<file path="src/design/sfr_pkg.sv">
// ----------------------------------------------------------------------------
// sfr_pkg - shared types and constants for stream_find_replace
// Register indexes, default size limits, the per-cell control group and burst flags.
// ----------------------------------------------------------------------------
package sfr_pkg;

	// default size limits, in bytes
	localparam int unsigned MaxPatternBytes = 8;
	localparam int unsigned MaxReplaceBytes = 8;

	// configuration register fields
	localparam int unsigned CfgDataW = 64;
	localparam int unsigned CfgLenW  = 4;
	localparam int unsigned CfgIdxW  = 2;

	typedef enum logic [CfgIdxW-1:0] {
		CFG_PATTERN_BYTES      = 2'd0,
		CFG_PATTERN_LENGTH     = 2'd1,
		CFG_REPLACEMENT_BYTES  = 2'd2,
		CFG_REPLACEMENT_LENGTH = 2'd3
	} cfg_idx_t;

	// control shared by every window cell
	typedef struct packed {
		logic upd;    // an item enters the window this cycle
		logic shift;  // drop the oldest byte, take the neighbor's byte
	} cell_ctl_t;

	// flags of a staged burst of result items
	typedef struct packed {
		logic last;   // the final item of the burst closes the string
		logic empty;  // the burst is a single end mark without a byte
	} burst_flags_t;

endpackage

</file>
<file path="src/design/sfr_if.sv">
// ----------------------------------------------------------------------------
// sfr_if - valid/ready channels of stream_find_replace
// Input channel carries source bytes, output channel rewritten bytes.
// ----------------------------------------------------------------------------
interface sfr_in_if;
	logic       valid;
	logic       ready;
	logic [7:0] in_byte;
	logic       in_last;

	modport source (output valid, output in_byte, output in_last, input ready);
	modport sink   (input valid, input in_byte, input in_last, output ready);
endinterface

interface sfr_out_if;
	logic       valid;
	logic       ready;
	logic [7:0] out_byte;
	logic       out_empty;
	logic       out_last;

	modport source (output valid, output out_byte, output out_empty, output out_last,
		input ready);
	modport sink   (input valid, input out_byte, input out_empty, input out_last,
		output ready);
endinterface

</file>
<file path="src/design/sfr_cell.sv">
// ----------------------------------------------------------------------------
// sfr_cell - one byte slot of the match window
// Holds one window byte, compares it with its pattern byte, hands it on.
// ----------------------------------------------------------------------------
module sfr_cell
	import sfr_pkg::*;
(
	input  logic      clk,
	input  cell_ctl_t ctl,
	input  logic      wr,         // the incoming byte lands in this slot
	input  logic      active,     // slot lies inside the pattern length
	input  logic [7:0] new_byte,
	input  logic [7:0] pat_byte,
	input  logic [7:0] nxt_byte,  // updated byte of the younger neighbor
	input  logic      match_in,
	output logic [7:0] cur_byte,  // this slot's byte including the new item
	output logic      match_out
);

	logic [7:0] byte_q;

	assign cur_byte  = wr ? new_byte : byte_q;
	assign match_out = match_in & (~active | (cur_byte == pat_byte));

	always_ff @(posedge clk) begin
		if (ctl.upd) begin
			byte_q <= ctl.shift ? nxt_byte : cur_byte;
		end
	end

endmodule

</file>
<file path="src/design/sfr_emit.sv">
// ----------------------------------------------------------------------------
// sfr_emit - result staging and output register
// Holds one staged burst and one burst in delivery, one item per cycle if ready.
// ----------------------------------------------------------------------------
module sfr_emit
	import sfr_pkg::*;
#(
	parameter int unsigned BurstBytes = MaxPatternBytes
) (
	input  logic                         clk,
	input  logic                         arst_n,
	input  logic                         ld_valid,
	output logic                         ld_ready,
	input  logic [8*BurstBytes-1:0]      ld_data,
	input  logic [$clog2(BurstBytes+1)-1:0] ld_cnt,
	input  burst_flags_t                 ld_flags,
	sfr_out_if.source                    out_ch
);

	localparam int unsigned BW = $clog2(BurstBytes + 1);

	logic                    nb_valid_q;
	logic [8*BurstBytes-1:0] nb_data_q;
	logic [BW-1:0]           nb_cnt_q;
	burst_flags_t            nb_flags_q;

	logic [8*BurstBytes-1:0] ob_data_q;
	logic [BW-1:0]           ob_cnt_q;
	burst_flags_t            ob_flags_q;

	logic out_acc;
	logic ob_drain;
	logic move;

	assign out_acc  = out_ch.valid & out_ch.ready;
	assign ob_drain = (ob_cnt_q == '0) | ((ob_cnt_q == BW'(1)) & out_acc);
	assign move     = ob_drain & nb_valid_q;
	// take a new burst when the stage is empty or hands its burst on now
	assign ld_ready = ~nb_valid_q | move;

	assign out_ch.valid     = (ob_cnt_q != '0);
	assign out_ch.out_byte  = ob_data_q[7:0];
	assign out_ch.out_empty = ob_flags_q.empty;
	assign out_ch.out_last  = ob_flags_q.last & (ob_cnt_q == BW'(1));

	always_ff @(posedge clk or negedge arst_n) begin
		if (!arst_n) begin
			nb_valid_q <= 1'b0;
			ob_cnt_q   <= '0;
		end else begin
			if (ld_valid & ld_ready) begin
				nb_valid_q <= 1'b1;
			end else if (move) begin
				nb_valid_q <= 1'b0;
			end
			if (move) begin
				ob_cnt_q <= nb_cnt_q;
			end else if (out_acc) begin
				ob_cnt_q <= ob_cnt_q - BW'(1);
			end
		end
	end

	always_ff @(posedge clk) begin
		if (ld_valid & ld_ready) begin
			nb_data_q  <= ld_data;
			nb_cnt_q   <= ld_cnt;
			nb_flags_q <= ld_flags;
		end
		if (move) begin
			ob_data_q  <= nb_data_q;
			ob_flags_q <= nb_flags_q;
		end else if (out_acc) begin
			ob_data_q <= ob_data_q >> 8;
		end
	end

endmodule

</file>
<file path="src/design/stream_find_replace.sv">
// ----------------------------------------------------------------------------
// stream_find_replace - streaming byte find-and-replace
// Rewrites a byte stream, replacing each occurrence of a pattern.
// ----------------------------------------------------------------------------
// Bytes enter one item per cycle on in_ch, with in_last on the final byte of
// a string. Every leftmost, non-overlapping occurrence of the pattern (up to
// MAX_PATTERN_BYTES bytes, set by pattern_bytes / pattern_length) is replaced
// by the replacement (up to MAX_REPLACE_BYTES bytes, replacement_length of
// zero deletes matches). A pattern length of zero passes bytes through.
// The window is a row of cells, one byte each; every cell compares its byte
// with its pattern byte, and the match result ripples down the row in the
// same cycle an item arrives. The results of one input item form a burst:
// one burst is staged while the previous one drains from the output register,
// one result per cycle while out_ch is ready. Rate: one input item per cycle
// while each item yields at most one result and out_ch is not stalled; an
// item that yields k results (a replacement or the flush at end of string)
// holds the input while the single output port drains the burst. An end of
// string that leaves no byte produces one item with out_empty set. The user
// must write configuration through cfg_we / cfg_index / cfg_data only while the
// block is idle (unenforced); writing the pattern length empties the window.
// ----------------------------------------------------------------------------
module stream_find_replace
	import sfr_pkg::*;
#(
	parameter int unsigned MAX_PATTERN_BYTES = MaxPatternBytes,
	parameter int unsigned MAX_REPLACE_BYTES = MaxReplaceBytes
) (
	input  logic                clk,
	input  logic                arst_n,
	input  logic                cfg_we,
	input  logic [CfgIdxW-1:0]  cfg_index,
	input  logic [CfgDataW-1:0] cfg_data,
	sfr_in_if.sink              in_ch,
	sfr_out_if.source           out_ch
);

	localparam int unsigned CW = $clog2(MAX_PATTERN_BYTES + 1);
	localparam int unsigned RW = $clog2(MAX_REPLACE_BYTES + 1);
	localparam int unsigned BB = (MAX_PATTERN_BYTES > MAX_REPLACE_BYTES) ?
		MAX_PATTERN_BYTES : MAX_REPLACE_BYTES;
	localparam int unsigned BW = $clog2(BB + 1);

	// configuration registers
	logic [CfgDataW-1:0] pat_bytes_q;
	logic [CfgLenW-1:0]  pat_len_q;
	logic [CfgDataW-1:0] rep_bytes_q;
	logic [CfgLenW-1:0]  rep_len_q;

	// window fill level
	logic [CW-1:0] cnt_q;

	logic [CW-1:0] pl_eff;
	logic [RW-1:0] rl_eff;
	logic          accept;
	logic          full;
	logic          match;
	cell_ctl_t     ctl;

	logic [7:0] cur [MAX_PATTERN_BYTES];
	logic       mchain [MAX_PATTERN_BYTES+1];
	logic [7:0] win_ext [BB];
	logic [7:0] rep_ext [BB];

	logic                ld_valid;
	logic                ld_ready;
	logic [8*BB-1:0]     ld_data;
	logic [BW-1:0]       ld_cnt;
	burst_flags_t        ld_flags;

	// clamp lengths to the configured limits
	assign pl_eff = (pat_len_q > CfgLenW'(MAX_PATTERN_BYTES)) ?
		CW'(MAX_PATTERN_BYTES) : CW'(pat_len_q);
	assign rl_eff = (rep_len_q > CfgLenW'(MAX_REPLACE_BYTES)) ?
		RW'(MAX_REPLACE_BYTES) : RW'(rep_len_q);

	assign accept = in_ch.valid & in_ch.ready;
	assign in_ch.ready = ld_ready;
	assign full  = ((cnt_q + CW'(1)) == pl_eff);
	assign match = mchain[MAX_PATTERN_BYTES];

	// advance the window on each accepted item if the pattern length is nonzero;
	// shift out the oldest byte when full, not matching and the string goes on
	assign ctl.upd   = accept & (pl_eff != '0);
	assign ctl.shift = full & ~match & ~in_ch.in_last;

	assign mchain[0] = 1'b1;

	for (genvar i = 0; i < MAX_PATTERN_BYTES; i++) begin : g_cell
		logic [7:0] nxt;
		if (i + 1 < MAX_PATTERN_BYTES) begin : g_nb
			assign nxt = cur[i+1];
		end else begin : g_end
			assign nxt = 8'h00;
		end
		sfr_cell u_cell (
			.clk       (clk),
			.ctl       (ctl),
			.wr        (cnt_q == CW'(i)),
			.active    (CW'(i) < pl_eff),
			.new_byte  (in_ch.in_byte),
			.pat_byte  (pat_bytes_q[8*i +: 8]),
			.nxt_byte  (nxt),
			.match_in  (mchain[i]),
			.cur_byte  (cur[i]),
			.match_out (mchain[i+1])
		);
	end

	// widen window and replacement to the burst width
	for (genvar j = 0; j < BB; j++) begin : g_ext
		if (j < MAX_PATTERN_BYTES) begin : g_w
			assign win_ext[j] = cur[j];
		end else begin : g_wz
			assign win_ext[j] = 8'h00;
		end
		if (j < MAX_REPLACE_BYTES) begin : g_r
			assign rep_ext[j] = rep_bytes_q[8*j +: 8];
		end else begin : g_rz
			assign rep_ext[j] = 8'h00;
		end
	end

	// build the burst of results that this item causes
	always_comb begin
		ld_data        = '0;
		ld_cnt         = '0;
		ld_flags.last  = in_ch.in_last;
		ld_flags.empty = 1'b0;
		if (pl_eff == '0) begin
			// pass-through
			ld_data[7:0] = in_ch.in_byte;
			ld_cnt       = BW'(1);
		end else if (full & match) begin
			if (in_ch.in_last & (rl_eff == '0)) begin
				ld_cnt         = BW'(1);
				ld_flags.empty = 1'b1;
			end else begin
				for (int k = 0; k < BB; k++) begin
					ld_data[8*k +: 8] = rep_ext[k];
				end
				ld_cnt = BW'(rl_eff);
			end
		end else if (in_ch.in_last) begin
			// flush the window, new byte included
			for (int k = 0; k < BB; k++) begin
				ld_data[8*k +: 8] = win_ext[k];
			end
			ld_cnt = BW'(cnt_q) + BW'(1);
		end else if (full) begin
			ld_data[7:0] = cur[0];
			ld_cnt       = BW'(1);
		end
	end

	assign ld_valid = accept & (ld_cnt != '0);

	always_ff @(posedge clk or negedge arst_n) begin
		if (!arst_n) begin
			pat_bytes_q <= '0;
			pat_len_q   <= '0;
			rep_bytes_q <= '0;
			rep_len_q   <= '0;
			cnt_q       <= '0;
		end else begin
			if (cfg_we) begin
				case (cfg_idx_t'(cfg_index))
					CFG_PATTERN_BYTES:      pat_bytes_q <= cfg_data;
					CFG_PATTERN_LENGTH:     pat_len_q   <= cfg_data[CfgLenW-1:0];
					CFG_REPLACEMENT_BYTES:  rep_bytes_q <= cfg_data;
					CFG_REPLACEMENT_LENGTH: rep_len_q   <= cfg_data[CfgLenW-1:0];
					default: ;
				endcase
			end
			if (cfg_we & (cfg_idx_t'(cfg_index) == CFG_PATTERN_LENGTH)) begin
				// drop whatever the window holds
				cnt_q <= '0;
			end else if (accept) begin
				if ((pl_eff == '0) | in_ch.in_last | (full & match)) begin
					cnt_q <= '0;
				end else if (!full) begin
					cnt_q <= cnt_q + CW'(1);
				end
			end
		end
	end

	sfr_emit #(
		.BurstBytes (BB)
	) u_emit (
		.clk      (clk),
		.arst_n   (arst_n),
		.ld_valid (ld_valid),
		.ld_ready (ld_ready),
		.ld_data  (ld_data),
		.ld_cnt   (ld_cnt),
		.ld_flags (ld_flags),
		.out_ch   (out_ch)
	);

endmodule
</file>
<file path="src/flat_wrapper.sv">
// flat-port wrapper written by rule: the top's interface ports become plain ports
module stream_find_replace_flat import sfr_pkg::*;
#(
	parameter int unsigned MAX_PATTERN_BYTES = MaxPatternBytes,
	parameter int unsigned MAX_REPLACE_BYTES = MaxReplaceBytes
)
  (clk, arst_n, cfg_we, cfg_index, cfg_data, in_ch_valid, in_ch_in_byte, in_ch_in_last, in_ch_ready, out_ch_valid, out_ch_out_byte, out_ch_out_empty, out_ch_out_last, out_ch_ready);
  sfr_in_if in_ch_i ();
  sfr_out_if out_ch_i ();
  input  logic clk;
  input  logic arst_n;
  input  logic cfg_we;
  input  logic [CfgIdxW-1:0] cfg_index;
  input  logic [CfgDataW-1:0] cfg_data;
  input wire logic [$bits(in_ch_i.valid)-1:0] in_ch_valid;
  input wire logic [$bits(in_ch_i.in_byte)-1:0] in_ch_in_byte;
  input wire logic [$bits(in_ch_i.in_last)-1:0] in_ch_in_last;
  output wire logic [$bits(in_ch_i.ready)-1:0] in_ch_ready;
  output wire logic [$bits(out_ch_i.valid)-1:0] out_ch_valid;
  output wire logic [$bits(out_ch_i.out_byte)-1:0] out_ch_out_byte;
  output wire logic [$bits(out_ch_i.out_empty)-1:0] out_ch_out_empty;
  output wire logic [$bits(out_ch_i.out_last)-1:0] out_ch_out_last;
  input wire logic [$bits(out_ch_i.ready)-1:0] out_ch_ready;
  assign in_ch_i.valid = in_ch_valid;
  assign in_ch_i.in_byte = in_ch_in_byte;
  assign in_ch_i.in_last = in_ch_in_last;
  assign in_ch_ready = in_ch_i.ready;
  assign out_ch_valid = out_ch_i.valid;
  assign out_ch_out_byte = out_ch_i.out_byte;
  assign out_ch_out_empty = out_ch_i.out_empty;
  assign out_ch_out_last = out_ch_i.out_last;
  assign out_ch_i.ready = out_ch_ready;
  stream_find_replace #(.MAX_PATTERN_BYTES(MAX_PATTERN_BYTES), .MAX_REPLACE_BYTES(MAX_REPLACE_BYTES)) u_core (.clk(clk), .arst_n(arst_n), .cfg_we(cfg_we), .cfg_index(cfg_index), .cfg_data(cfg_data), .in_ch(in_ch_i), .out_ch(out_ch_i));
endmodule
</file>
<file path="config.mk">
export PLATFORM = sky130hd
export DESIGN_NAME = stream_find_replace_flat
export DESIGN_NICKNAME = d
export VERILOG_FILES = /design/src/design/sfr_pkg.sv /design/src/design/sfr_if.sv /design/src/design/sfr_cell.sv /design/src/design/sfr_emit.sv /design/src/design/stream_find_replace.sv /design/src/flat_wrapper.sv
export SDC_FILE = /design/constraint.sdc
export NUM_CORES = 1
export LEC_CHECK = 0
export ABC_CLOCK_PERIOD_IN_PS = 5800
export BUFFER_PORTS_ARGS = -buffer_cell sky130_fd_sc_hd__buf_2
export CAP_MARGIN = 25
export CORE_ASPECT_RATIO = 1.75
export CORE_MARGIN = 2
export CORE_UTILIZATION = 39
export CTS_CLUSTER_SIZE = 12
export DETAILED_ROUTE_END_ITERATION = 10
export GPL_TIMING_DRIVEN = 0
export SLEW_MARGIN = 20
export SYNTH_ARGS = -nofsm -noshare
export SYNTH_HDL_FRONTEND = slang
export SYNTH_SLANG_ARGS = --single-unit
</file>
<file path="constraint.sdc">
create_clock -name clk -period 5.8 [get_ports clk]
set_input_delay 1.45 -clock clk [delete_from_list [all_inputs] [get_ports clk]]
set_output_delay 1.45 -clock clk [all_outputs]
set_load 0.1 [all_outputs]
</file>
# Word level (Yosys, flattened, before mapping)

Index checks and enable logic that the tools add are counted.
Widths: inputs -> output; s select.

Register bits: 345
Input port bits: 80
Output and inout bits: 12
Logic and storage cells: 156

Add/subtract/negate cells: 2
$lt $le $gt $ge: 10
Eq/ne operators: 21
Multiplexer cells: 39
Bitwise gates (word level): 44
Reductions and logical operators: 17

Operators by type and width:

| kind                | number |
|---|---|
| $mux 64             | 4 |
| $mux 8              | 18 |
| $eq 8x8->1          | 8 |
| $mux 56             | 1 |
| $mux 4              | 12 |
| $and 1x1->1         | 20 |
| $eq 4x3->1 const B  | 4 |
| $logic_not 4->1     | 4 |
| $lt 3x4->1 const A  | 4 |
| $not 1->1           | 12 |
| $or 1x1->1          | 12 |
| $reduce_bool 4->1   | 3 |
| $reduce_and 2->1    | 5 |
| $eq 4x1->1 const B  | 2 |
| $eq 4x2->1 const B  | 2 |
| $gt 4x4->1 const B  | 2 |
| $lt 1x4->1 const A  | 2 |
| $lt 2x4->1 const A  | 2 |
| $reduce_bool 2->1   | 3 |
| $add 4x1->4 const B | 1 |
| $eq 2x2->1 const B  | 2 |
| $eq 4x4->1          | 1 |
| $mux 1              | 4 |
| $sub 4x1->4 const B | 1 |
| other kinds (4)     | 4 |

# Logic depth before layout (Yosys ltp)

Gate-level depths: netlist of the first run.

Depth in word-level cells: 19
Gate-level depth with buffers: 16

# By module

Synthesis of the first run repeated with hierarchy kept, for this count alone.

Cell total of the unflattened synthesis: 1230
Area total of the unflattened synthesis: 16721.0 µm²

By module, submodules not included:

| module              | instances | cells each | area each (µm²) | sequential area each (µm²) |
|---|---|---|---|---|
| stream_find_replace | 1         | 558        | 6977.9          | 3503.4 |
| sfr_emit            | 1         | 368        | 5208.7          | 4209.0 |
| sfr_cell            | 8         | 38         | 566.8           | 240.2 |

# Least setup slack after synthesis of the first run

OpenSTA, ideal clock, no wires.

Path kind: input to register
From: input in_ch_in_byte[1]
To: register u_core.u_emit.nb_cnt_q[0], enable pin
Setup time: 498 ps
Data arrival time: 6325 ps
Required time: 5302 ps
Path slack: -1024 ps
Stages: 13
Path buffers: 3
Path through: buf_2 > clkinv_1 > o22ai_1 > nor4_1 > o211ai_1 > or4_1 > o32ai_4 > a41oi_4 > or3_1 > clkbuf_1 > buf_2 > nor3_2 > nor2_1

Cells in the longest elaborated chain, start to end: 16

RTL lines:

| what                     | line                       | source |
|---|---|---|
| start, declared          | flat_wrapper.sv:16         | `input wire logic [$bits(in_ch_i.in_byte)-1:0] in_ch_in_byte;` |
| $mux 8                   | sfr_cell.sv:22             | `assign cur_byte = wr ? new_byte : byte_q;` |
| $eq 8x8->1               | sfr_cell.sv:23             | `assign match_out = match_in & (~active \| (cur_byte == pat_byte));` |
| $or 1x1->1               | sfr_cell.sv:23             |  |
| $and 1x1->1 (6 in a row) | sfr_cell.sv:23             |  |
| $and 1x1->1 *            | sfr_cell.sv:23             |  |
| $and 1x1->1 *            | stream_find_replace.sv:133 | `end else if (full & match) begin` |
| $mux 4 *                 | stream_find_replace.sv:133 |  |
| $mux 4 *                 | stream_find_replace.sv:129 | `if (pl_eff == '0) begin` |
| $reduce_bool 4->1 *      | stream_find_replace.sv:155 | `assign ld_valid = accept & (ld_cnt != '0);` |
| $and 1x1->1 *            | stream_find_replace.sv:155 |  |
| $and 1x1->1 *            | sfr_emit.sv:65             | `if (ld_valid & ld_ready) begin` |
| end signal, assigned     | sfr_emit.sv:67             | `nb_cnt_q <= ld_cnt;` |
| end, declared            | sfr_emit.sv:24             | `logic [BW-1:0] nb_cnt_q;` |

Every way passes the cells marked *; elsewhere a longest branch is shown, timed or not.
A chain may end at the register's enable or synchronous reset.

# Final worst setup path of the first run

From: input in_ch_in_byte[1]
To: register u_core.u_emit.nb_data_q[30], enable pin

Cells in the longest elaborated chain, start to end: 16

RTL lines:

| what                     | line                       | source |
|---|---|---|
| $mux 8                   | sfr_cell.sv:22             |  |
| $eq 8x8->1               | sfr_cell.sv:23             |  |
| $or 1x1->1               | sfr_cell.sv:23             |  |
| $and 1x1->1 (6 in a row) | sfr_cell.sv:23             |  |
| $and 1x1->1 *            | sfr_cell.sv:23             |  |
| $and 1x1->1 *            | stream_find_replace.sv:133 |  |
| $mux 4 *                 | stream_find_replace.sv:133 |  |
| $mux 4 *                 | stream_find_replace.sv:129 |  |
| $reduce_bool 4->1 *      | stream_find_replace.sv:155 |  |
| $and 1x1->1 *            | stream_find_replace.sv:155 |  |
| $and 1x1->1 *            | sfr_emit.sv:65             |  |
| end signal, assigned     | sfr_emit.sv:66             | `nb_data_q <= ld_data;` |
| end, declared            | sfr_emit.sv:23             | `logic [8*BurstBytes-1:0] nb_data_q;` |

Marks and branches as above.

==> results.json, run 1 <==
{
  "cpLargestDelayFamily": "buffers and inverters",
  "synth_top_flop_cell": "edfxtp_1",
  "ir_drop_uv": 186,
  "fin_crit_ps": 5680,
  "first_iter_violations": 861,
  "antenna_found_initial": 0,
  "worstSetupEndpointType": "flop",
  "detailedPlace.worstSlack_ps": -361,
  "syn_inst": 1452,
  "fin_ws_ps": 123,
  "nFillCells": 4096,
  "ys_ff_latch": 345,
  "fmax_ghz": 0.176,
  "cts.sinks": 345,
  "cts_tree": "yes",
  "die_x_um": 163,
  "startpoint_type": "primary input",
  "initial_core_util_pct": 39.5,
  "post-cts-setup-buffers": 0,
  "drive_above_1_share_pct": 26.6,
  "synth_area_per_cell_um2": 11.8,
  "crit_path_cell_trace": "buf_2 > clkinv_1 > o22ai_1 > nor4_1 > o211ai_1 > or4_1 > o32ai_4 > a41oi_4 > or3_1 > clkbuf_1 > buf_2 > nor3_2 > nor2_4 > buf_12",
  "routed_wirelength_um": 52600,
  "cts_buffers": 35,
  "port_buffers": 86,
  "place_congestion": 0.890,
  "arrival_ps": 5900,
  "reg2reg_to": "u_core.u_emit.nb_data_q[30]$_SDFFCE_PP0P_",
  "synth_warnings": 0,
  "grtUsageTotal_pct": 23.2,
  "crit_path_max_fanout": 28,
  "power_density_nw_per_um2": 402,
  "viasPerCell": 5.46,
  "syn_area_um2": 17200,
  "postCtsHoldBufs": 0,
  "gr-total-overflow": 0,
  "final_antenna_net_count": 0,
  "drc": 0,
  "finalClockSkew_ps": 16.5,
  "worst-path-buf-inv": 5,
  "required_ps": 6020,
  "clk_pin_slew_ps": 60,
  "die_h_um": 282,
  "grt_pass1_vias": 12300,
  "synth-edff-count": 200,
  "critical-path-max-stage-delay_ps": 660,
  "hold_start": "u_core.u_emit.nb_flags_q[0]$_SDFFCE_PP0P_",
  "pin_count": 92,
  "first_pass_iters": 5,
  "htreeDepth": 2,
  "grt_max_degree": 90,
  "grt_pass1_wl_um": 77600,
  "period_share_pct": 97.9,
  "ys_seq_area_share_pct": 56.1,
  "p_leak_nw": 7.94,
  "ctsResizeCount": 0,
  "rrSetupSlack_ps": 190,
  "min_path_cells": 0,
  "clk_latency_ps": 530,
  "cts_buffer_depth": 3,
  "finalPower_mw": 7.87,
  "maxSlewViolCount": 0,
  "synth_nets": 1539,
  "rows": 101,
  "hp-class": "flop to flop",
  "core_area_um2": 43500,
  "num-nets-final": 1671,
  "worstRegToRegCells": 15,
  "synth_cell_type_count": 69,
  "areaGrowthSynthToFinish_pct": 14.1,
  "timing.max_cap.violations": 0,
  "rsz0062_at_grt": "false",
  "holdPathEnd": "u_core.u_emit.out_ch.out_empty$_DFFE_PP_",
  "criticalPathCategory": "primary input to flop",
  "slew_headroom_pct": 31.3,
  "dr_total_vias": 11900,
  "slowest_stage": "clkinv_1",
  "reg2reg_from": "u_core.cnt_q[0]$_DFFE_PN0P_",
  "cts_root_buf": "clkbuf_16",
  "post-dp-hpwl_um": 39600,
  "worst_path_most_repeated_cell": "buf_2",
  "finalHoldViolations": 0,
  "setup_viol_count_final": 0,
  "die_area_um2": 45800,
  "status": "finished clean",
  "worst_slew_pin_slew_ps": 1030,
  "crit_cells": 14,
  "ys_async_sr_fraction_pct": 42.0,
  "antenna_cells": 0,
  "wl_per_cell_um": 24.2
}
[synthesized netlist by cell type (all sizes together) (11+ instances only)]
cell type / n / area [µm²]
nand2: 266 / 1120
edfxtp: 200 / 6010
dfrtp: 145 / 3630
mux2: 125 / 1410
a21oi: 97 / 677
mux2i: 87 / 887
nand3b: 64 / 513
nor2: 50 / 188
clkbuf: 48 / 180
buf: 46 / 322
inv: 41 / 154
o21ai: 34 / 170
xor2: 30 / 263
nor2b: 23 / 144
o22ai: 22 / 138
nand3: 21 / 110
xnor2: 18 / 158
nand4: 13 / 81.3
and3: 12 / 75.1
nor3: 11 / 65.1
o211ai: 11 / 82.6
[layer usage]
layer	track usage (%)	share of wire, %	vias to the layer above
met3	3.27	4.6	147
met5	0	0	-
met4	13.6	6.6	0
met2	44.2	54	394
li1	-	-	5455
met1	23.9	34	5875
[stage by stage]
| step | util [%] | cell area, µm² | hold slack [ps] | TNS [ps] | cells |
|---|---|---|---|---|---|
| after floorplan | - | 17200 | 400 | 0 | 1452 |
| after global placement | 42.1 | 18300 | 401 | -183810 | 2104 |
| after detailed placement | 42.6 | 18500 | 421 | -20080 | 2113 |
| after CTS | 45.1 | 19600 | 435 | 0 | 2176 |
| after global routing | 45.1 | 19600 | 443 | 0 | 2176 |
| final | 45.1 | 19600 | 433 | 0 | 2176 |
[worst max-delay path by stage]
stage                           startpoint                                         to  slack [ps]
6_report                  in_ch_in_byte[1]  u_core.u_emit.nb_data_q[30]$_SDFFCE_PP0P_         120
5_1_grt        u_core.cnt_q[0]$_DFFE_PN0P_  u_core.u_emit.nb_data_q[19]$_SDFFCE_PP0P_           1
4_1_cts        u_core.cnt_q[0]$_DFFE_PN0P_  u_core.u_emit.nb_data_q[19]$_SDFFCE_PP0P_         150
3_5_place_dp              in_ch_in_byte[1]  u_core.u_emit.nb_data_q[30]$_SDFFCE_PP0P_        -360
3_3_place_gp              in_ch_in_byte[5]  u_core.u_emit.nb_data_q[25]$_SDFFCE_PP0P_       -2270
2_1_floorplan             in_ch_in_byte[1]        u_core.u_emit.nb_cnt_q[0]$_DFFE_PP_         150
[registers in the layout, indices dropped and copies added (netlist names), 2 cells and up]
name and count:
u_core.pat_len_q 4, u_core.rep_len_q 4, u_core.pat_bytes_q 64, u_core.cnt_q 4
u_core.rep_bytes_q 64, u_core.u_emit.ob_cnt_q 4, u_core.u_emit.nb_cnt_q 4, u_core.u_emit.ob_data_q 64
u_core.g_cell.u_cell.byte_q 64, u_core.u_emit.nb_flags_q 2, u_core.u_emit.nb_data_q 64
[placed cells by master, fill, tap and decap left out, types with 4 or more instances in the layout]
cell,Yosys,routed
inv_1,39,39
nor3_1,9,9
and2_1,4,4
buf_16,0,4
dfrtp_1,145,145
mux2i_1,85,85
edfxtp_1,200,200
a21oi_2,51,51
nand4_1,13,13
nand3b_1,60,60
mux2_2,125,124
buf_1,7,7
nand2_1,216,216
nor4_1,9,8
nand2b_1,6,6
and3_1,12,12
buf_2,17,103
buf_4,10,10
clkbuf_16,0,37
nand3_1,20,20
nor2_1,50,48
xor2_1,30,30
nor2b_1,23,23
o22ai_1,22,22
xnor2_1,18,18
or3_1,5,5
nand2_2,50,50
o221ai_1,5,5
o211ai_1,11,11
clkbuf_8,0,4
clkbuf_1,48,68
ha_1,7,7
a21oi_1,46,46
a22oi_1,5,5
buf_6,12,14
o21ai_0,31,31
a221oi_1,4,4
[cells by family (layout without fill, tap and decap cells)]
| kind of cell | after synthesis | in the layout | synth area share (%) |
|---|---|---|---|
| AO/OA/AOI/OAI | 208 | 208 | 8.69 |
| XOR/XNOR | 48 | 48 | 2.45 |
| adder cells (fa/ha/maj) | 7 | 7 | 0.510 |
| buffers and inverters | 137 | 295 | 3.86 |
| flip-flops | 345 | 345 | 56.1 |
| multiplexers | 212 | 212 | 13.4 |
| AND/OR/NAND/NOR | 495 | 495 | 15.0 |
[power breakdown]
group / switching, mW / internal (mW) / leakage [nW]
clock network: 0.950 / 1.23 / 0.513
registers: 0.293 / 3.22 / 3.62
logic: 1.33 / 0.839 / 3.81
[area by class of cell]
type                    count  area (µm²)  share of cell area (%)
repair buffers             95         618                    3.16
well taps                 566         708                    3.62
plain buffers              94         503                    2.57
clock inverters             1        5.00                  0.0255
inverters                  43         161                   0.824
multi-input cells         970        6900                    35.2
clock buffers              62        1060                    5.41
flip-flops and latches    345        9630                    49.2
Power figures use the tool's default switching activity.
==> inputs of run 2 (changes only) <==
--- a/config.mk
+++ b/config.mk
@@ -6,5 +6,5 @@
 export NUM_CORES = 1
 export LEC_CHECK = 0
-export ABC_CLOCK_PERIOD_IN_PS = 5800
+export ABC_CLOCK_PERIOD_IN_PS = 5750
 export BUFFER_PORTS_ARGS = -buffer_cell sky130_fd_sc_hd__buf_2
 export CAP_MARGIN = 25
==> constraint.sdc (replaced) <==
create_clock -name clk -period 5.75 [get_ports clk]
set_input_delay 0 -clock clk [delete_from_list [all_inputs] [get_ports clk]]
set_output_delay 0 -clock clk [all_outputs]
set_load 0.1 [all_outputs]
==> run 2 against run 1 <==
Effect of this change: the run now ends with hold timing left; final cell count grew 3.2%; sequential share of layout area is 1.7 points lower; final area up 3.5%; hold slack got worse by 430 ps; first-iteration DRC count fell by 1.3%; die area unchanged; core utilization increased by 1.6 points; power increased by 1.7%; combinational power rose by 3%; routed wire length grew 1.5%; sequential power about the same; via count up 2.4%; critical endpoint is now u_core.u_emit.nb_data_q[25]$_SDFFCE_PP0P_; largest power group unchanged.
==> results.json, run 2 (synthesized netlist as in run 1, its figures left out) <==
{
  "first_pass_iters": 8,
  "die_h_um": 282,
  "p_comb_share_pct": 28.0,
  "first_iter_violations": 850,
  "viasPerCell": 5.41,
  "cts_buffer_depth": 3,
  "timing.max_cap.violations": 0,
  "grt_max_degree": 75,
  "cts_root_buf": "clkbuf_16",
  "intPower_mw": 5.39,
  "grtUsageTotal_pct": 23.5,
  "port_buffers": 86,
  "routed_wirelength_um": 53400,
  "gr-total-overflow": 0,
  "multiInputGateArea_um2": 6910,
  "hp-class": "primary input to async pin",
  "clk_pin_slew_ps": 70,
  "htreeDepth": 2,
  "dr_total_vias": 12200,
  "antenna_cells": 0,
  "dp_cells": 2113,
  "fin_ws_ps": 112,
  "fin_crit_ps": 5640,
  "die_x_um": 163,
  "finalClockSkew_ps": 23.4,
  "detailedPlace.worstSlack_ps": 106,
  "layout_common_cells": "nand2_1, edfxtp_1, dfrtp_1",
  "hold_ws_ps": -1.39,
  "crit_path_cell_trace": "inv_1 > ha_1 > nor3b_4 > buf_6 > mux2i_1 > xor2_1 > nand4_1 > a22oi_1 > nand3_2 > or3_1 > clkbuf_1 > buf_2 > nor3_2 > nor2_4 > buf_12",
  "drive_above_1_share_pct": 25.6,
  "startpoint_type": "flop",
  "num-nets-final": 1740,
  "drc": 0,
  "cts.sinks": 345,
  "antenna_found_initial": 0,
  "maxSlewViolCount": 0,
  "placed_cell_area_um2": 18500,
  "fmax_ghz": 0.177,
  "critical-path-max-stage-delay_ps": 670,
  "clk_latency_ps": 540,
  "final_util_pct": 46.6,
  "tns_ps": 0,
  "grt_pass1_wl_um": 79000,
  "crit_path_max_fanout": 27,
  "finalPower_mw": 8.00,
  "wl_per_cell_um": 23.8,
  "worstSetupEndpointType": "flop",
  "grt_pass1_vias": 12700,
  "rows": 101,
  "required_ps": 6020,
  "final_cell_count_no_fill": 2245,
  "criticalPathCategory": "flop to flop",
  "areaGrowthSynthToFinish_pct": 18.1,
  "status": "finished with violations",
  "power_frac_seq_pct": 44.3,
  "violations": "hold timing",
  "place_congestion": 0.892,
  "nFillCells": 4070,
  "slowest_stage": "mux2i_1",
  "cts_tree": "yes",
  "cts_buffers": 35,
  "final_antenna_net_count": 0,
  "initial_core_util_pct": 39.5,
  "slew_headroom_pct": 28.2,
  "p_switching_mw": 2.61,
  "core_area_um2": 43500,
  "p_leak_nw": 8.22,
  "seqCellArea_um2": 9630,
  "mostFrequentLayoutCell": "nand2_1",
  "pin_count": 92,
  "post-cts-setup-buffers": 0,
  "p_clk_share_pct": 27.7,
  "period_share_pct": 98.1,
  "design_area_um2": 20300,
  "finalHoldViolations": 1,
  "die_area_um2": 45800,
  "arrival_ps": 5910,
  "post-dp-hpwl_um": 40000,
  "power_density_nw_per_um2": 395,
  "worst_slew_pin_slew_ps": 1070,
  "switching_share_pct": 32.7,
  "ir_drop_uv": 179,
  "setup_viol_count_final": 0
}
==> run 2: cell type report <==
cell class | count | area share, %
flip-flops and latches | 345 | 47.5
multi-input cells | 970 | 34.1
repair buffers | 164 | 6.36
inverters | 43 | 0.796
well taps | 566 | 3.49
clock buffers | 62 | 5.13
clock inverters | 1 | 0.148
plain buffers | 94 | 2.48
==> run 2: layer usage <==
metal / track usage, % / vias to the layer above / wire length [µm]
li1: - / 5594 / -
met1: 24.6 / 5981 / 18700
met2: 44.3 / 429 / 28600
met3: 2.74 / 149 / 2380
met4: 14.8 / 0 / 3740
met5: 0 / - / 0
==> run 2: final timing paths <==
path	from	endpoint	slack, ps	cells after the start
max	u_core.cnt_q[0]$_DFFE_PN0P_	u_core.u_emit.nb_data_q[25]$_SDFFCE_PP0P_	110	15
min	arst_n	u_core.rep_bytes_q[35]$_DFFE_PN0P_	-1	2
max reg2reg	u_core.cnt_q[0]$_DFFE_PN0P_	u_core.u_emit.nb_data_q[25]$_SDFFCE_PP0P_	110	15
min reg2reg	u_core.u_emit.nb_flags_q[0]$_SDFFCE_PP0P_	u_core.u_emit.out_ch.out_empty$_DFFE_PP_	430	0
max in group asynchronous	arst_n	u_core.rep_bytes_q[3]$_DFFE_PN0P_	4940	3
min in group clk	in_ch_in_byte[0]	u_core.g_cell[0].u_cell.byte_q[0]$_DFFE_PP_	70	3
==> run 2: power by group through the flow <==
stage          Clock (mW)  Combinational [mW]  Sequential (mW)
3_3_place_gp            0                2.11             3.59
5_1_grt              2.34                2.42             3.59
3_5_place_dp            0                2.19             3.58
4_1_cts              2.26                2.24             3.54
6_report             2.22                2.24             3.54
2_1_floorplan           0                1.56             3.49
==> run 2: repair_timing <==
item | CTS | global route
hold endpoints to repair | 283 | 0
hold buffers | 69 | 0
endpoints found under the setup margin | 0 | 50
resized for setup | 0 | 2
==> run 2: critical path, delay by kind of cell, from the launching register on <==
kind,cells,cell delay (ps)
simple gates,6,2080
buf+inv,5,1190
mux,1,670
flops,1,510
compound gates,1,470
fa+ha+maj,1,220
xor+xnor,1,200
==> inputs of run 3 (changes only) <==
==> constraint.sdc (replaced) <==
create_clock -name clk -period 5.75 [get_ports clk]
set_input_delay 0.2875 -clock clk [delete_from_list [all_inputs] [get_ports clk]]
set_output_delay 0.2875 -clock clk [all_outputs]
set_load 0.1 [all_outputs]
==> run 3 against run 2 <==
Effect of this change: the flow now finishes without violations; combinational power about the same; sequential power about the same; register-to-register slack improved by 30 ps; core utilization decreased by 0.67 points; clock power about the same; maximum frequency increased by 0.60%; largest cell class unchanged; highest routed layer unchanged.
==> results.json, run 3 (synthesized netlist as in run 1, its figures left out) <==
{
  "required_ps": 6020,
  "reg2reg_from": "u_core.cnt_q[0]$_DFFE_PN0P_",
  "status": "finished clean",
  "antenna_found_initial": 0,
  "htreeDepth": 2,
  "rows": 101,
  "post-dp-hpwl_um": 40000,
  "grt_pass1_wl_um": 78600,
  "die_x_um": 163,
  "layout_common_cells": "nand2_1, edfxtp_1, dfrtp_1",
  "dr_total_vias": 12000,
  "power_density_nw_per_um2": 399,
  "min_path_cells": 2,
  "fmax_ghz": 0.178,
  "grtUsageTotal_pct": 23.4,
  "cts.sinks": 345,
  "p_leak_nw": 8.10,
  "worst_slew_pin_slew_ps": 1050,
  "criticalPathCategory": "flop to flop",
  "cts_buffers": 35,
  "setup_viol_count_final": 0,
  "nFillCells": 4096,
  "finalPower_mw": 7.98,
  "worstSetupEndpointType": "flop",
  "arrival_ps": 5880,
  "cts_tree": "yes",
  "crit_path_max_fanout": 27,
  "grt_pass1_vias": 12600,
  "die_area_um2": 45800,
  "mostFrequentLayoutCell": "nand2_1",
  "cts_root_buf": "clkbuf_16",
  "first_iter_violations": 771,
  "antenna_cells": 0,
  "hold_start": "cfg_data[20]",
  "startpoint_type": "flop",
  "pin_count": 92,
  "core_area_um2": 43500,
  "finalClockSkew_ps": 24.4,
  "holdPathEnd": "u_core.pat_bytes_q[20]$_DFFE_PN0P_",
  "drive_above_1_share_pct": 26.0,
  "initial_core_util_pct": 39.5,
  "ir_drop_uv": 179,
  "clk_latency_ps": 540,
  "design_area_um2": 20000,
  "num-nets-final": 1711,
  "final_antenna_net_count": 0,
  "rrSetupSlack_ps": 150,
  "reg2reg_to": "u_core.u_emit.nb_data_q[20]$_SDFFCE_PP0P_",
  "gr-total-overflow": 0,
  "post-cts-setup-buffers": 0,
  "hp-class": "primary input to flop",
  "period_share_pct": 97.5,
  "grt_max_degree": 75,
  "timing.max_cap.violations": 0,
  "clk_pin_slew_ps": 60,
  "cts_buffer_depth": 3,
  "maxSlewViolCount": 0,
  "die_h_um": 282,
  "worstRegToRegCells": 15,
  "drc": 0,
  "wl_per_cell_um": 24.0,
  "routed_wirelength_um": 53100,
  "first_pass_iters": 6,
  "port_buffers": 86,
  "seqCellArea_um2": 9630,
  "viasPerCell": 5.44,
  "finalHoldViolations": 0,
  "multiInputGateArea_um2": 6910,
  "areaGrowthSynthToFinish_pct": 16.4,
  "fin_crit_ps": 5600,
  "slew_headroom_pct": 29.3,
  "tns_ps": 0,
  "placed_cell_area_um2": 18500,
  "place_congestion": 0.892,
  "hold_ws_ps": 10.2
}
==> run 3: cell types whose count changed in the layout (fill, tap and decap cells not counted) <==
cell           delta
dlygate4sd3_1    -29
==> run 3: worst max path at each step <==
| stage | slack (ps) | cells after the start | endpoint | start |
|---|---|---|---|---|
| 3_3_place_gp | -1580 | 14 | u_core.u_emit.nb_data_q[17]$_SDFFCE_PP0P_ | u_core.cnt_q[0]$_DFFE_PN0P_ |
| 3_5_place_dp | 110 | 15 | u_core.u_emit.nb_data_q[17]$_SDFFCE_PP0P_ | u_core.cnt_q[0]$_DFFE_PN0P_ |
| 4_1_cts | 80 | 15 | u_core.u_emit.nb_data_q[26]$_SDFFCE_PP0P_ | u_core.cnt_q[0]$_DFFE_PN0P_ |
| 6_report | 150 | 15 | u_core.u_emit.nb_data_q[20]$_SDFFCE_PP0P_ | u_core.cnt_q[0]$_DFFE_PN0P_ |
| 2_1_floorplan | 370 | 7 | u_core.g_cell[0].u_cell.byte_q[0]$_DFFE_PP_ | u_core.u_emit.ob_cnt_q[0]$_DFFE_PN0P_ |
| 5_1_grt | -0.4 | 15 | u_core.u_emit.nb_data_q[26]$_SDFFCE_PP0P_ | u_core.cnt_q[0]$_DFFE_PN0P_ |
==> run 3: per-stage QoR <==
step           setup WS [ps]  util [%]  std cells
6_report                 146      46.0       2216
5_1_grt               -0.358      46.0       2216
4_1_cts                 76.1      46.0       2216
3_5_place_dp             106      42.6       2113
3_3_place_gp           -1580      42.1       2104
2_1_floorplan            375         -       1452
==> run 3: report_power, final <==
part	total, mW	leakage, nW	internal, mW	switching (mW)
Combinational	2.22	3.97	0.863	1.36
Sequential	3.54	3.62	3.24	0.298
Clock	2.22	0.512	1.27	0.949
==> run 3: layout make-up <==
| class | instances | area share, % |
|---|---|---|
| Clock buffer | 62 | 5.20 |
| Timing Repair Buffer | 135 | 5.00 |
| Sequential cell | 345 | 48.2 |
| Clock inverter | 1 | 0.150 |
| Tap cell | 566 | 3.54 |
| Inverter | 43 | 0.808 |
| Buffer | 94 | 2.52 |
| Multi-Input combinational cell | 970 | 34.6 |
==> run 3: metal layers <==
metal / wire length [µm] / share of wire, % / GRT usage, %
met1: 18600 / 35 / 24.4
met2: 28500 / 54 / 44.2
met3: 2260 / 4.3 / 2.82
met4: 3760 / 7.1 / 14.8
met5: 0 / 0 / 0
==> run 3: worst max-delay path: stages, from the launching register on <==
cell	delay [ps]
dfrtp_1	500
inv_1	210
ha_1	220
nor3b_4	520
buf_6	230
mux2i_1	660
xor2_1	200
nand4_1	390
a22oi_1	470
nand3_2	250
or3_1	380
clkbuf_1	230
buf_2	300
nor3_2	310
nor2_4	220
buf_12	220
==> run 3: what timing repair did <==
action / in CTS / in global routing
resized for setup: 0 / 2
endpoints found under the setup margin: 0 / 50
endpoints found under the hold margin: 137 / 0
hold buffers: 40 / 0
